## src/hdl/c2p_pkg.sv

```systemverilog
// Shared constants and the arctangent table of the Cartesian-to-polar converter.
`default_nettype none
package c2p_pkg;

  localparam int COORD_WIDTH   = 16;
  localparam int CORDIC_STEPS  = 16;
  localparam int GUARD_BITS    = 24;
  localparam int TURN_BITS     = 32;
  localparam int ATAN_LEN      = 32;
  localparam int MAG_WIDTH     = 16;
  localparam int HEADING_WIDTH = 16;

  localparam logic [MAG_WIDTH-1:0] MAG_MAX    = 16'hFFFF;
  localparam logic [TURN_BITS-1:0] HALF_TURN  = 32'h8000_0000;
  localparam logic [TURN_BITS-1:0] ROUND_HALF = 32'h0000_8000;

  // Entry i is atan(2^-i) in units of 2^-32 turn, rounded to nearest.
  function automatic logic [TURN_BITS-1:0] atan_turns(input int unsigned idx);
    logic [TURN_BITS-1:0] val;
    case (idx)
      0:  val = 32'd536870912;
      1:  val = 32'd316933406;
      2:  val = 32'd167458907;
      3:  val = 32'd85004756;
      4:  val = 32'd42667331;
      5:  val = 32'd21354465;
      6:  val = 32'd10679838;
      7:  val = 32'd5340245;
      8:  val = 32'd2670163;
      9:  val = 32'd1335087;
      10: val = 32'd667544;
      11: val = 32'd333772;
      12: val = 32'd166886;
      13: val = 32'd83443;
      14: val = 32'd41722;
      15: val = 32'd20861;
      16: val = 32'd10430;
      17: val = 32'd5215;
      18: val = 32'd2608;
      19: val = 32'd1304;
      20: val = 32'd652;
      21: val = 32'd326;
      22: val = 32'd163;
      23: val = 32'd81;
      24: val = 32'd41;
      25: val = 32'd20;
      26: val = 32'd10;
      27: val = 32'd5;
      28: val = 32'd3;
      29: val = 32'd1;
      30: val = 32'd1;
      default: val = '0;
    endcase
    return val;
  endfunction

endpackage
`default_nettype wire

```

## src/hdl/c2p_cordic.sv

```systemverilog
// Pipelined CORDIC vectoring path that produces the heading, one rotation per stage.
`default_nettype none
module c2p_cordic #(
  parameter int W     = c2p_pkg::COORD_WIDTH,
  parameter int STEPS = c2p_pkg::CORDIC_STEPS,
  parameter int PAD   = 0
) (
  input  logic                                clk,
  input  logic                                en,
  input  logic signed [W-1:0]                 x,
  input  logic signed [W-1:0]                 y,
  output logic [c2p_pkg::HEADING_WIDTH-1:0]   heading
);

  localparam int G  = c2p_pkg::GUARD_BITS;
  localparam int CW = W + G + 3;
  localparam int ZW = c2p_pkg::TURN_BITS;

  logic signed [CW-1:0] xe;
  logic signed [CW-1:0] ye;
  logic signed [CW-1:0] x_s [0:STEPS];
  logic signed [CW-1:0] y_s [0:STEPS];
  logic [ZW-1:0]        z_s [0:STEPS];
  logic                 zero_s [0:STEPS];
  logic [ZW-1:0]        z_round;
  logic [c2p_pkg::HEADING_WIDTH-1:0] head_r [0:PAD];

  assign xe = {{(CW-W-G){x[W-1]}}, x, {G{1'b0}}};
  assign ye = {{(CW-W-G){y[W-1]}}, y, {G{1'b0}}};

  // The left half plane is folded over by negating the vector and starting at a half turn.
  always_ff @(posedge clk) begin
    if (en) begin
      zero_s[0] <= (x == '0) && (y == '0);
      if (x[W-1]) begin
        x_s[0] <= -xe;
        y_s[0] <= -ye;
        z_s[0] <= c2p_pkg::HALF_TURN;
      end else begin
        x_s[0] <= xe;
        y_s[0] <= ye;
        z_s[0] <= '0;
      end
    end
  end

  for (genvar i = 0; i < STEPS; i++) begin : g_step
    logic signed [CW-1:0] dx;
    logic signed [CW-1:0] dy;

    assign dx = y_s[i] >>> i;
    assign dy = x_s[i] >>> i;

    always_ff @(posedge clk) begin
      if (en) begin
        zero_s[i+1] <= zero_s[i];
        if (y_s[i][CW-1]) begin
          x_s[i+1] <= x_s[i] - dx;
          y_s[i+1] <= y_s[i] + dy;
          z_s[i+1] <= z_s[i] - c2p_pkg::atan_turns(i);
        end else begin
          x_s[i+1] <= x_s[i] + dx;
          y_s[i+1] <= y_s[i] - dy;
          z_s[i+1] <= z_s[i] + c2p_pkg::atan_turns(i);
        end
      end
    end
  end

  assign z_round = z_s[STEPS] + c2p_pkg::ROUND_HALF;

  always_ff @(posedge clk) begin
    if (en) begin
      if (zero_s[STEPS]) begin
        head_r[0] <= '0;
      end else begin
        head_r[0] <= z_round[ZW-1 -: c2p_pkg::HEADING_WIDTH];
      end
    end
  end

  for (genvar p = 1; p <= PAD; p++) begin : g_pad
    always_ff @(posedge clk) begin
      if (en) begin
        head_r[p] <= head_r[p-1];
      end
    end
  end

  assign heading = head_r[PAD];

endmodule
`default_nettype wire

```

## config.mk

```make
export PLATFORM = sky130hd
export DESIGN_NAME = c2p_cordic
export DESIGN_NICKNAME = d
export VERILOG_FILES = /design/src/hdl/c2p_pkg.sv /design/src/hdl/c2p_cordic.sv
export SDC_FILE = /design/constraint.sdc
export NUM_CORES = 2
export LEC_CHECK = 0
export BUFFER_PORTS_ARGS = -buffer_cell sky130_fd_sc_hd__buf_2
export CORE_ASPECT_RATIO = 0.9
export CORE_MARGIN = 4
export CORE_UTILIZATION = 48
export DETAILED_ROUTE_END_ITERATION = 7
export PLACE_DENSITY = 0.69
export SLEW_MARGIN = 20
export SYNTH_ARGS = -nofsm -noshare
export SYNTH_HDL_FRONTEND = slang
export SYNTH_SLANG_ARGS = --single-unit
```

## constraint.sdc

```tcl
create_clock -name clk -period 4.8 [get_ports clk]
set_input_delay 0.24 -clock clk [delete_from_list [all_inputs] [get_ports clk]]
set_output_delay 0.24 -clock clk [all_outputs]
set_load 0.005 [all_outputs]
```

After elaboration in Yosys (flattened, before gate mapping)
Memories as Yosys holds them, arrays and structs flattened.
Index checks and enable logic that the tools add are counted.
W data, S select, Z words.
- bits in registers: 0
- bits in latches: 0
- RAM bits: 2039
- memory bits (read-only): 0
- output and inout port bits: 16
- word-level logic and storage cells: 321
- memories: 5
- memories (name ; depth ; width ; rd ports ; clocked after Yosys merged registers in ; write ports ; line ; text):
    x_s ; 17 ; 43 ; 16 ; 0 ; 17 ; c2p_cordic.sv:21 ; logic signed [CW-1:0] x_s [0:STEPS];
    y_s ; 17 ; 43 ; 16 ; 0 ; 17 ; c2p_cordic.sv:22 ; logic signed [CW-1:0] y_s [0:STEPS];
    z_s ; 17 ; 32 ; 17 ; 0 ; 17 ; c2p_cordic.sv:23 ; logic [ZW-1:0] z_s [0:STEPS];
    zero_s ; 17 ; 1 ; 17 ; 0 ; 17 ; c2p_cordic.sv:24 ; logic zero_s [0:STEPS];
    head_r ; 1 ; 16 ; 1 ; 0 ; 1 ; c2p_cordic.sv:26 ; logic [c2p_pkg::HEADING_WIDTH-1:0] head_r [0:PAD];
- add/subtract/negate cells: 98
- multipliers: 0
- div/mod/pow operators: 0
- $lt $le $gt $ge: 0
- eq/ne operators: 0
- shift operators: 0
- multiplexer cells: 163
- bitwise gates (word level): 51
- reductions and logical operators: 4
- operators by type and width (cell ; number):
    $mux W43 ; 34
    $mux W32 ; 17
    $mux W1 ; 111
    $add A43 B28 Y43 ; 2
    $add A43 B29 Y43 ; 2
    $add A43 B30 Y43 ; 2
    $add A43 B31 Y43 ; 2
    $add A43 B32 Y43 ; 2
    $add A43 B33 Y43 ; 2
    $add A43 B34 Y43 ; 2
    $add A43 B35 Y43 ; 2
    $add A43 B36 Y43 ; 2
    $add A43 B37 Y43 ; 2
    $add A43 B38 Y43 ; 2
    $add A43 B39 Y43 ; 2
    $add A43 B40 Y43 ; 2
    $add A43 B41 Y43 ; 2
    $add A43 B42 Y43 ; 2
    $neg A40 Y43 ; 2
    $sub A43 B28 Y43 ; 2
    $sub A43 B29 Y43 ; 2
    $sub A43 B30 Y43 ; 2
    $sub A43 B31 Y43 ; 2
    $sub A43 B32 Y43 ; 2
    other kinds (49) ; 112

Logic depth before layout (Yosys ltp)
An unclocked memory read counts as a cell.
- depth after elaboration: 6
- mapped depth: 22
- gate-level depth less buffers: 22

Worst setup path after synthesis
Ideal clock, no wire load.
- path kind: input to register
- start: input en
- end: memory x_s[9][36] (netlist bit) (data pin)
- setup time: 0.266 ns
- arrival time: 4.654 ns
- slack: -0.120 ns
- stages on the path: 20
- cells stage by stage: buf_2 buf_2 nand2b_1 inv_1 clkbuf_1 buf_1 nor2_1 xor2_1 ha_1 a21o_1 a21oi_1 o21bai_1 a2111oi_0 o21ai_0 a41oi_1 nor2_1 o31a_1 a221oi_1 o21ai_0 xor2_1
- RTL lines (item ; line ; text):
    from (decl) ; c2p_cordic.sv:9 ; input logic en,
    to (decl) ; c2p_cordic.sv:21 ;

==> impl_results.md <==
* #FFs+latches synth at 1457
* Tmin final at 4789 ps
* Pre-CTS setup slack at -280.0 ps
* Mean Syn Cell Area at 9.475 sq um
* Worst path cell trace: or3_4 > nor3_4 > nor3b_4 > nand2_1 > or4_4 > or3_4 > o41ai_4 > xnor2_2 > ha_1 > buf_4 > inv_1 > o21bai_1 > a21oi_2 > nand2_1 > o211ai_1 > a21oi_2 > o311ai_2 > buf_4 > o21ai_0 > xor2_1
* GRT overflow at 0
* Die footprint at 271800 sq um
* Syn. warnings at 0
* Routed WL at 332900 microns
* DR vias at 103200
* Hold Vio Cnt, Final at 0
* Clock latency on the worst-skew pair at 870 ps
* Reg2reg start: y_s[13][17]
* Top_reg_cell synth: edfxtp_1
* Number of max-cap violations at 0
* Fill cells at 23120
* Crit path from: y_s[13][17]
* CTS tree: yes
* Initial Utilization at 0.4833
* Layout cells sized above 1 at 0.1227
* Number of flops mapped to enable cells by yosys at 1457
* Area grow syn2layout at 15.23%
* First-pass GRT wire length at 525100 microns
* Max_slew headroom at 0.2791
* H-tree depth at 4
* Largest net degree at the start of global routing at 177
* Drt pass-1 iters at 7
* Clock buffer depth at 4
* Status: completed
* Die height at 495.0 microns
* Die width at 549.1 microns
* Cell variety after synth at 107
* Vias per cell at 5.721
* Sequential area share after synthesis at 0.3459
* CP startpoint kind: flip-flop
* Final Max Slew Viols at 0
* Area share of the largest cell type after synthesis at 0.3459
* Hold crit path type: in2reg
* WL/cell at 18.46 microns
* Fmax at 0.2088 GHz
* Root buffer cell: clkbuf_16
* Leading area contributor after synthesis: edfxtp_1
* Initial antenna violation count at 8
* Unrepaired setup endpoints after global routing: yes
* Worst EP arrival at 5380 ps
* DRC at 0
* Final HPWL DP at 264100 microns
* CTS buffer count at 176
* Critical-path top delay cell: or4_4
* WP data required at 5400 ps
* GRT Resource Usage Total at 0.2360
* Initial drt markers at 7772
* Setup CP Type: reg2reg
* Routed Antenna Nets at 0
* Vias in the first global route at 96920
* Clk sinks at 1457
* Async S/R FF share, synth at 0
* Post-Syn Nets at 14860
* Synth top area cells: edfxtp_1 35%, ha_1 14%, xnor2_1 8.5%, a21oi_1 5.4%, xor2_1 5.1%
* Hold Crit Start: y[0]
* CORE AREA at 261700 sq um
* CP max FO at 5
* Clock edge transition at the registers on the reported setup and hold paths at 70 ps
* GPL Wtd Cong at 0.9613
* Slowest Stage Delay on Critical Path at 480 ps
* Final worst path period share at 0.9976
* Crit. End Element: flip-flop
* Buffers added on ports at 49
* Mapped Area at 126500 sq um
* Most frequent cells in the layout: 1457 x edfxtp_1, 1441 x ha_1, 1335 x a21oi_1, 1223 x xnor2_1, 1047 x buf_4
* Ports at 50
* Syn Inst Count at 13350
* Final WS setup at 11.48 ps
* Actual slew at the worst max-slew pin at 1081 ps
* Total Nets Final at 15910
* # setup viols final at 0
* Clock skew at 70.94 ps
* Row count at 178
* Commonest non-fill, non-tap cell in the layout: edfxtp_1
-- area by class of cell --
class / count / area, sq um / area share
Clock inverter: 114 / 1052 / 0.007220
Sequential cell: 1457 / 43750 / 0.3002
Clock buffer: 194 / 4536 / 0.03112
Inverter: 552 / 2072 / 0.01422
Tap cell: 3510 / 4392 / 0.03013
Timing Repair Buffer: 1156 / 8792 / 0.06033
Multi-Input combinational cell: 11050 / 81140 / 0.5567
Antenna cell: 3 / 7.507 / 0.00005151
-- cell usage after synthesis (207+ instances only) --
cell type	number
edfxtp_1	1457
ha_1	1450
a21oi_1	1370
xnor2_1	1229
nor2_1	1041
xor2_1	730
o21ai_0	710
nand2_1	695
a21o_1	630
inv_1	545
nor3_1	330
clkbuf_1	254
nand3_1	240
nand2b_1	228
nor2b_1	207
-- worst max-delay path: cells and delay by family (launching register included) --
| family | cells | cell delay (ps) |
|---|---|---|
| AO/OA/AOI/OAI | 7 | 1280 |
| XOR/XNOR | 2 | 270 |
| adder cells (fa/ha/maj) | 1 | 380 |
| buffers and inverters | 3 | 350 |
| flip-flops | 1 | 390 |
| AND/OR/NAND/NOR | 7 | 1870 |
-- sequential cells by signal (all words and copies together) (netlist names) --
name    flops
y_s       504
x_s       494
z_s       426
zero_s     17
head_r     16
-- routing by layer --
layer	track usage	share of wire	routed length [microns]	vias to the layer above
li1	-	-	-	51680
met1	0.3236	0.45	151000	48420
met5	0	0.00061	202	-
met4	0.07692	0.036	11940	4
met2	0.3888	0.46	152600	2539
met3	0.02721	0.052	17190	540
-- repair_timing --
item / 4_1_cts / 5_1_grt
endpoints found under the hold margin: 68 / 0
buffers inserted: 1 / 34
pin swaps: 5 / 79
setup endpoints to repair: 25 / 176
hold buffers: 52 / 0
cloned: 0 / 0
gates resized for setup: 26 / 331
-- through the flow --
stage / util / hold slack (ps) / instance area, sq um / cells / setup TNS (ps)
global placement: 0.5267 / 401.3 / 137800 / 17640 / -1826
global route: 0.5569 / 94.99 / 145700 / 18040 / -1574
floorplan: - / 338.9 / 126500 / 13350 / 0
finish: 0.5569 / 144.2 / 145700 / 18040 / 0
CTS: 0.5505 / 77.59 / 144000 / 18000 / 0
detailed placement: 0.5267 / 404.5 / 137800 / 17640 / -2337
-- cell families (layout without fill, tap and decap cells) --
group | count (synthesis) | count (layout) | synth area share
adder cells (fa/ha/maj) | 1480 | 1480 | 0.1482
AO/OA/AOI/OAI | 4073 | 4073 | 0.2047
multiplexers | 63 | 63 | 0.005075
buffers and inverters | 841 | 2016 | 0.02516
AND/OR/NAND/NOR | 3475 | 3475 | 0.1352
other | 0 | 3 | 0
flip-flops | 1457 | 1457 | 0.3459
XOR/XNOR | 1959 | 1959 | 0.1357
-- path summary, 6_finish.rpt --
| path | end | slack (ps) | cells after the start |
|---|---|---|---|
| worst max-delay path | x_s[14][36] | 10 | 20 |
| worst min-delay path | y_s[0][24] | 140 | 2 |
| worst max register to register | x_s[14][36] | 10 | 20 |
| worst min register to register | zero_s[0][8] | 420 | 0 |
Power is left out: the tool's default activity adds up to more than one toggle a clock period on the data nets, which glitch-free logic cannot reach.
