--- config.mk ---
export PLATFORM = sky130hd
export DESIGN_NAME = c2p_sqrt
export DESIGN_NICKNAME = d
export VERILOG_FILES = /design/src/hdl/c2p_pkg.sv /design/src/hdl/c2p_sqrt.sv
export SDC_FILE = /design/constraint.sdc
export NUM_CORES = 2
export LEC_CHECK = 0
export BUFFER_PORTS_ARGS = -buffer_cell sky130_fd_sc_hd__buf_2
export CAP_MARGIN = 15
export CORE_ASPECT_RATIO = 1.1
export CORE_UTILIZATION = 38
export DETAILED_ROUTE_END_ITERATION = 6
export GPL_ROUTABILITY_DRIVEN = 0
export HOLD_SLACK_MARGIN = 0.06
export PLACE_DENSITY = 0.53
export REMOVE_ABC_BUFFERS = 1
export SYNTH_ARGS = -nofsm -noshare
export SYNTH_HDL_FRONTEND = slang
export SYNTH_SLANG_ARGS = --single-unit
--- constraint.sdc ---
create_clock -name clk -period 12.8 [get_ports clk]
set_input_delay 0 -clock clk [delete_from_list [all_inputs] [get_ports clk]]
set_output_delay 0 -clock clk [all_outputs]
set_load 0.02 [all_outputs]
--- src/hdl/c2p_pkg.sv ---
// Shared constants and the arctangent table of the Cartesian-to-polar converter.
`default_nettype none
package c2p_pkg;

  localparam int COORD_WIDTH   = 16;
  localparam int CORDIC_STEPS  = 16;
  localparam int GUARD_BITS    = 24;
  localparam int TURN_BITS     = 32;
  localparam int ATAN_LEN      = 32;
  localparam int MAG_WIDTH     = 16;
  localparam int HEADING_WIDTH = 16;

  localparam logic [MAG_WIDTH-1:0] MAG_MAX    = 16'hFFFF;
  localparam logic [TURN_BITS-1:0] HALF_TURN  = 32'h8000_0000;
  localparam logic [TURN_BITS-1:0] ROUND_HALF = 32'h0000_8000;

  // Entry i is atan(2^-i) in units of 2^-32 turn, rounded to nearest.
  function automatic logic [TURN_BITS-1:0] atan_turns(input int unsigned idx);
    logic [TURN_BITS-1:0] val;
    case (idx)
      0:  val = 32'd536870912;
      1:  val = 32'd316933406;
      2:  val = 32'd167458907;
      3:  val = 32'd85004756;
      4:  val = 32'd42667331;
      5:  val = 32'd21354465;
      6:  val = 32'd10679838;
      7:  val = 32'd5340245;
      8:  val = 32'd2670163;
      9:  val = 32'd1335087;
      10: val = 32'd667544;
      11: val = 32'd333772;
      12: val = 32'd166886;
      13: val = 32'd83443;
      14: val = 32'd41722;
      15: val = 32'd20861;
      16: val = 32'd10430;
      17: val = 32'd5215;
      18: val = 32'd2608;
      19: val = 32'd1304;
      20: val = 32'd652;
      21: val = 32'd326;
      22: val = 32'd163;
      23: val = 32'd81;
      24: val = 32'd41;
      25: val = 32'd20;
      26: val = 32'd10;
      27: val = 32'd5;
      28: val = 32'd3;
      29: val = 32'd1;
      30: val = 32'd1;
      default: val = '0;
    endcase
    return val;
  endfunction

endpackage
`default_nettype wire

--- src/hdl/c2p_sqrt.sv ---
// Pipelined magnitude path: squares, sum, one root bit per stage, rounding.
`default_nettype none
module c2p_sqrt #(
  parameter int W   = c2p_pkg::COORD_WIDTH,
  parameter int PAD = 0
) (
  input  logic                            clk,
  input  logic                            en,
  input  logic signed [W-1:0]             x,
  input  logic signed [W-1:0]             y,
  output logic [c2p_pkg::MAG_WIDTH-1:0]   magnitude
);

  localparam int RW  = W + 1;
  localparam int RAD = 2 * RW;
  localparam int RMW = RW + 2;
  localparam int MW  = (RW + 1 > c2p_pkg::MAG_WIDTH) ? RW + 1 : c2p_pkg::MAG_WIDTH;

  logic [W-1:0]   ax;
  logic [W-1:0]   ay;
  logic [2*W-1:0] sq_x;
  logic [2*W-1:0] sq_y;
  logic [RAD-1:0] rad_s [0:RW];
  logic [RMW-1:0] rem_s [0:RW];
  logic [RW-1:0]  q_s   [0:RW];
  logic [RW:0]    root_up;
  logic [MW-1:0]  root_w;
  logic [c2p_pkg::MAG_WIDTH-1:0] mag_r [0:PAD];

  assign ax = x[W-1] ? $unsigned(-x) : $unsigned(x);
  assign ay = y[W-1] ? $unsigned(-y) : $unsigned(y);

  always_ff @(posedge clk) begin
    if (en) begin
      sq_x     <= (2*W)'(ax) * (2*W)'(ax);
      sq_y     <= (2*W)'(ay) * (2*W)'(ay);
      rad_s[0] <= RAD'(sq_x) + RAD'(sq_y);
      rem_s[0] <= '0;
      q_s[0]   <= '0;
    end
  end

  for (genvar k = 0; k < RW; k++) begin : g_root
    logic [RMW-1:0] rem_sh;
    logic [RMW-1:0] trial;

    assign rem_sh = {rem_s[k][RW-1:0], rad_s[k][RAD-1 -: 2]};
    assign trial  = {q_s[k], 2'b01};

    always_ff @(posedge clk) begin
      if (en) begin
        rad_s[k+1] <= rad_s[k] << 2;
        if (rem_sh >= trial) begin
          rem_s[k+1] <= rem_sh - trial;
          q_s[k+1]   <= {q_s[k][RW-2:0], 1'b1};
        end else begin
          rem_s[k+1] <= rem_sh;
          q_s[k+1]   <= {q_s[k][RW-2:0], 1'b0};
        end
      end
    end
  end

  assign root_up = {1'b0, q_s[RW]} + (RW+1)'(rem_s[RW] > {2'b00, q_s[RW]});
  assign root_w  = MW'(root_up);

  always_ff @(posedge clk) begin
    if (en) begin
      if (root_w > MW'(c2p_pkg::MAG_MAX)) begin
        mag_r[0] <= c2p_pkg::MAG_MAX;
      end else begin
        mag_r[0] <= root_w[c2p_pkg::MAG_WIDTH-1:0];
      end
    end
  end

  for (genvar p = 1; p <= PAD; p++) begin : g_pad
    always_ff @(posedge clk) begin
      if (en) begin
        mag_r[p] <= mag_r[p-1];
      end
    end
  end

  assign magnitude = mag_r[PAD];

endmodule
`default_nettype wire

Yosys cells after proc, flatten, opt, wreduce, memory -nomap -nowiden
Memory sizes are Yosys's and may differ from the RTL's.
Cells that the tools add are included.
W data, S select, Z words.
{"block": "totals", "inputBits": 34, "register_bits": 64, "n_memories": 4, "ram_bits": 1276, "elab_cells": 231, "out_inout_bits": 16}
{"block": "op_classes", "n_lt_le_gt_ge": 19, "n_reduce_logical": 1, "muxes": 148, "mul": 2, "bitwise_logic": 34, "n_addsub": 21}
{"memory": "rad_s", "words": 18, "word_bits": 34, "read_ports": 17, "rd_ports_with_merged_regs": 0, "wr": 18, "line": "c2p_sqrt.sv:23", "rtl": "logic [RAD-1:0] rad_s [0:RW];"}
{"memory": "rem_s", "words": 18, "word_bits": 19, "read_ports": 18, "rd_ports_with_merged_regs": 0, "wr": 18, "line": "c2p_sqrt.sv:24", "rtl": "logic [RMW-1:0] rem_s [0:RW];"}
{"memory": "q_s", "words": 18, "word_bits": 17, "read_ports": 18, "rd_ports_with_merged_regs": 0, "wr": 18, "line": "c2p_sqrt.sv:25", "rtl": "logic [RW-1:0] q_s [0:RW];"}
{"memory": "mag_r", "words": 1, "word_bits": 16, "read_ports": 1, "rd_ports_with_merged_regs": 0, "wr": 1, "line": "c2p_sqrt.sv:28", "rtl": "logic [c2p_pkg::MAG_WIDTH-1:0] mag_r [0:PAD];"}
{"op": "$ge A19 B19 Y1", "n": 17}
{"op": "$mux W19", "n": 17}
{"op": "$sub A19 B19 Y19", "n": 17}
{"op": "$mux W17", "n": 17}
{"op": "$mux W1", "n": 111}
{"op": "$mul A16 B16 Y32", "n": 2}
{"op": "$mux W16", "n": 3}
{"op": "$or A1 B1 Y1", "n": 34}
{"op": "$add A32 B32 Y33", "n": 1}
{"op": "$neg A16 Y16", "n": 2}
{"op": "$gt A19 B17 Y1", "n": 1}
{"op": "$add A17 B1 Y18", "n": 1}
{"op": "$gt A18 B16 Y1 const B", "n": 1}
{"op": "$reduce_or A16 Y1", "n": 1}

Longest topological paths before layout
An unclocked memory read counts as a cell.
{"block": "logic_depth", "ltp_word": 9, "depth_mapped": 30, "depth_no_buf": 27}

Least setup slack after synthesis
No wires, ideal clock.
{"block": "synth_path", "path_kind": "input to register", "start": "input port y[0]", "end": "register sq_y[29] (data pin)", "cell_stages": 29, "path_buffers": 2, "path_slack_ps": 5603, "setup_ps": 259, "required_ps": 12541, "t_arrival_ps": 6938, "path_cell_list": "inv_1 -> clkbuf_1 -> ha_1 -> nand2b_1 -> clkbuf_1 -> or3_4 -> o31ai_4 -> xor2_2 -> inv_2 -> nand2_1 -> inv_1 -> fa_1 -> inv_1 -> fa_1 -> inv_1 -> fa_1 -> fa_1 -> fa_1 -> inv_1 -> fa_1 -> inv_1 -> ha_1 -> and3_1 -> a22o_1 -> or4_1 -> a31oi_1 -> o31ai_1 -> a41oi_1 -> xnor2_1"}
{"block": "synth_via", "elab_chain_cells": 3}
{"element": "start: declaration", "line": "c2p_sqrt.sv:10", "rtl": "input logic signed [W-1:0] y,"}
{"element": "$neg A16 Y16", "line": "c2p_sqrt.sv:31", "rtl": "assign ay = y[W-1] ? $unsigned(-y) : $unsigned(y);"}
{"element": "$mux W16 (*)", "line": "c2p_sqrt.sv:31"}
{"element": "$mul A16 B16 Y32 (*)", "line": "c2p_sqrt.sv:36", "rtl": "sq_y <= (2*W)'(ay) * (2*W)'(ay);"}
{"element": "end signal: assignment", "line": "c2p_sqrt.sv:36"}
{"element": "end: declaration", "line": "c2p_sqrt.sv:22", "rtl": "logic [2*W-1:0] sq_y;"}
Every way passes the cells marked *; elsewhere a longest branch is shown, timed or not.
A chain may end at the register's enable or synchronous reset.

Worst setup path after layout
{"block": "layout_path", "start": "input port y[0]", "end": "register sq_y[28] (data pin)"}
The elaborated chain is that of the path after synthesis.

==> results.sh <==
export IMPL_grt_pass1_vias=33300
export IMPL_worstSkewPairLatency_ns=0.66
export IMPL_path_max_fanout=17
export IMPL_worstPathRequired_ns=13.25
export IMPL_cts_setup_buffers=0
export IMPL_yosysTopAreaCell="edfxtp_1"
export IMPL_met3_usage_pct=2.24
export IMPL_synth_most_common_cell="edfxtp_1"
export IMPL_tightest_slew_ns=1.00
export IMPL_row_count=142
export IMPL_grt_busiest_layer="met2"
export IMPL_drv_slew=0
export IMPL_cts_made_buffers=90
export IMPL_crit_family="adder cells"
export IMPL_timing_final_crit_share_pct=64.5
export IMPL_async_flop_share_pct=0
export IMPL_reg2reg_depth=16
export IMPL_path_buf_inv=7
export IMPL_ys_seq_area_share_pct=46.0
export IMPL_grt_setup_unrepaired="false"
export IMPL_core_region_area_mm2=0.137
export IMPL_drt_iter0_drc=1946
export IMPL_dr_pass1_iters=5
export IMPL_skew_ns=0.0357
export IMPL_slowest_delay_ns=0.60
export IMPL_cp_data_arrival_time_ns=8.71
export IMPL_via_count=32600
export IMPL_worstSetupEndpointType="flop"
export IMPL_outcome="finished, final reports clean"
export IMPL_setup_viol=0
export IMPL_critPathSlowestCell="xor2_2"
export IMPL_criticalPathCategory="primary input to flop"
export IMPL_antenna_left=0
export IMPL_r2r_start="q_s[8][18]$_DFFE_PP_"
export IMPL_cts_tree="built"
export IMPL_htreeDepth=3
export IMPL_hold_violations=0
export IMPL_routedWlPerCell_um=16.3
export IMPL_setup_tns_ns=0
export IMPL_timing_fmax_mhz=121
export IMPL_remaining_drc_errors=0
export IMPL_fillers=13000
export IMPL_min_path_cells=2
export IMPL_fin_hold_ws_ns=0.292
export IMPL_avgViaCountPerCell=4.95
export IMPL_yosys_area_top_type_share_pct=46.0
export IMPL_clkSinkCount=806
export IMPL_use_met1_pct=18.7
export IMPL_r2r_slack_ns=8.59
export IMPL_ctsResizeCount=0
export IMPL_synth_edf_count=805
export IMPL_maxSlewHeadroom_pct=33.0
export IMPL_synthTopCellsByArea="edfxtp_1, fa_1, ha_1, inv_1, xnor2_1"
export IMPL_synth_ff_type="edfxtp_1"
export IMPL_nets=5482
export IMPL_hp_class="primary input to flop"
export IMPL_grt_max_degree=155
export IMPL_drive_gt1_share_pct=6.75
export IMPL_fin_crit_ns=8.26
export IMPL_syn_area_mm2=0.0526
export IMPL_initial_core_util_pct=38.4
export IMPL_clock_root_buffer="clkbuf_16"
export IMPL_syn_area_per_cell_um2=11.5
export IMPL_antenna_found_initial=1
export IMPL_path_clk_slew_ns=0.06
export IMPL_synth_distinct_cells=89
export IMPL_fp_dieArea_mm2=0.140
export IMPL_io_pins=50
export IMPL_startpoint="y[0]"
export IMPL_overflow=0
export IMPL_dieHeight_um=392
export IMPL_wirelength_um=107000
export IMPL_yosys_warnings=0
export IMPL_globalRouteMet2Util_pct=28.4
export IMPL_path_common_cell="fa_1"
export IMPL_cp_num_cells=26
export IMPL_die_w_um=357
export IMPL_maxCapViolCount=0
export IMPL_hpwl_um=83200
export IMPL_syn2layout_area_growth_pct=10.4
export IMPL_min_from="y[0]"
export IMPL_numPortBuffers=49
export IMPL_grt_total_usage_pct=15.6
export IMPL_synth_common_cells="edfxtp_1, inv_1, ha_1"
export IMPL_synth_cells=4590
export IMPL_ys_ff_latch=806
export IMPL_clockBufferDepth=3
export IMPL_grt_pass1_wl_um=174000
export IMPL_cp_start_kind="primary input"
## cell usage in the layout, fill, tap and decap left out, types with 14 or more instances in the layout
cell       count
a211oi_1      24
a21o_1        79
a21oi_1      198
a31oi_1       27
and2_1        26
and3_1        25
buf_2         48
buf_4         36
clkbuf_16     91
clkinv_1      27
conb_1        22
edfxtp_1     805
fa_1         326
ha_1         418
inv_1        707
inv_2         14
mux2_2        47
nand2_1      314
nand2b_1      58
nand3_1       59
nand4_1       39
nor2_1       309
nor2b_1       31
nor3_1        89
nor4_1        40
o211ai_1      16
o21a_1        67
o21ai_0      188
o31ai_1       18
or2_2         18
or3_1         29
xnor2_1      190
xor2_1       122
## final timing paths
| check | endpoint |
|---|---|
| worst max-delay path | sq_y[28]$_DFFE_PP_ |
| worst min-delay path | sq_y[0]$_DFFE_PP_ |
| worst max register to register | mag_r[0][14]$_SDFFCE_PN1P_ |
| worst min register to register | rad_s[2][12]$_DFFE_PP_ |
## area by class of cell
type | instances | area, um2 | area share (%)
inverters | 725 | 2720 | 4.68
multi-input cells | 2989 | 25400 | 43.8
diodes | 1 | 2.50 | 0.00431
repair buffers | 92 | 606 | 1.04
well taps | 1800 | 2250 | 3.88
flip-flops and latches | 806 | 24200 | 41.6
clock inverters | 56 | 576 | 0.991
clock buffers | 102 | 2320 | 3.99
## logic make-up after synthesis
| kind of cell | Yosys count | synth area share (%) |
|---|---|---|
| AO/OA/AOI/OAI | 748 | 9.14 |
| XOR/XNOR | 315 | 5.29 |
| adder cells (fa/ha/maj) | 744 | 22.4 |
| buffers and inverters | 815 | 5.89 |
| flip-flops | 806 | 46.0 |
| multiplexers | 54 | 1.14 |
| other | 2 | 0.0143 |
| AND/OR/NAND/NOR | 1106 | 10.2 |
## metal layers
metal	part of all wire (%)	vias up	wire, um
met5	0	-	0
met4	3.0	0	3170
met3	3.6	179	3860
met2	51	510	55200
met1	42	15800	45000
li1	-	16100	-
## what timing repair did
item	in CTS	in global routing
hold endpoints to repair	75	0
setup endpoints to repair	0	0
hold buffers	6	0
## state kept, by name, summed over array words and instances (netlist names)
signal	cells
sq_y	31
sq_x	31
mag_r	16
q_s	153
rad_s	305
rem_s	270
## metrics by stage
step                instance area [um2]  utilization, %  std cells  setup slack (ns)
floorplan                         52300               -       4520              5.79
global placement                  55100            40.3       6406              4.56
detailed placement                55100            40.3       6406              4.46
CTS                               58100            42.5       6570              4.51
global route                      58100            42.5       6571              3.95
finish                            58100            42.5       6571              4.54
Power is left out: the tool's default activity adds up to more than one toggle a clock period on the data nets, which glitch-free logic cannot reach.
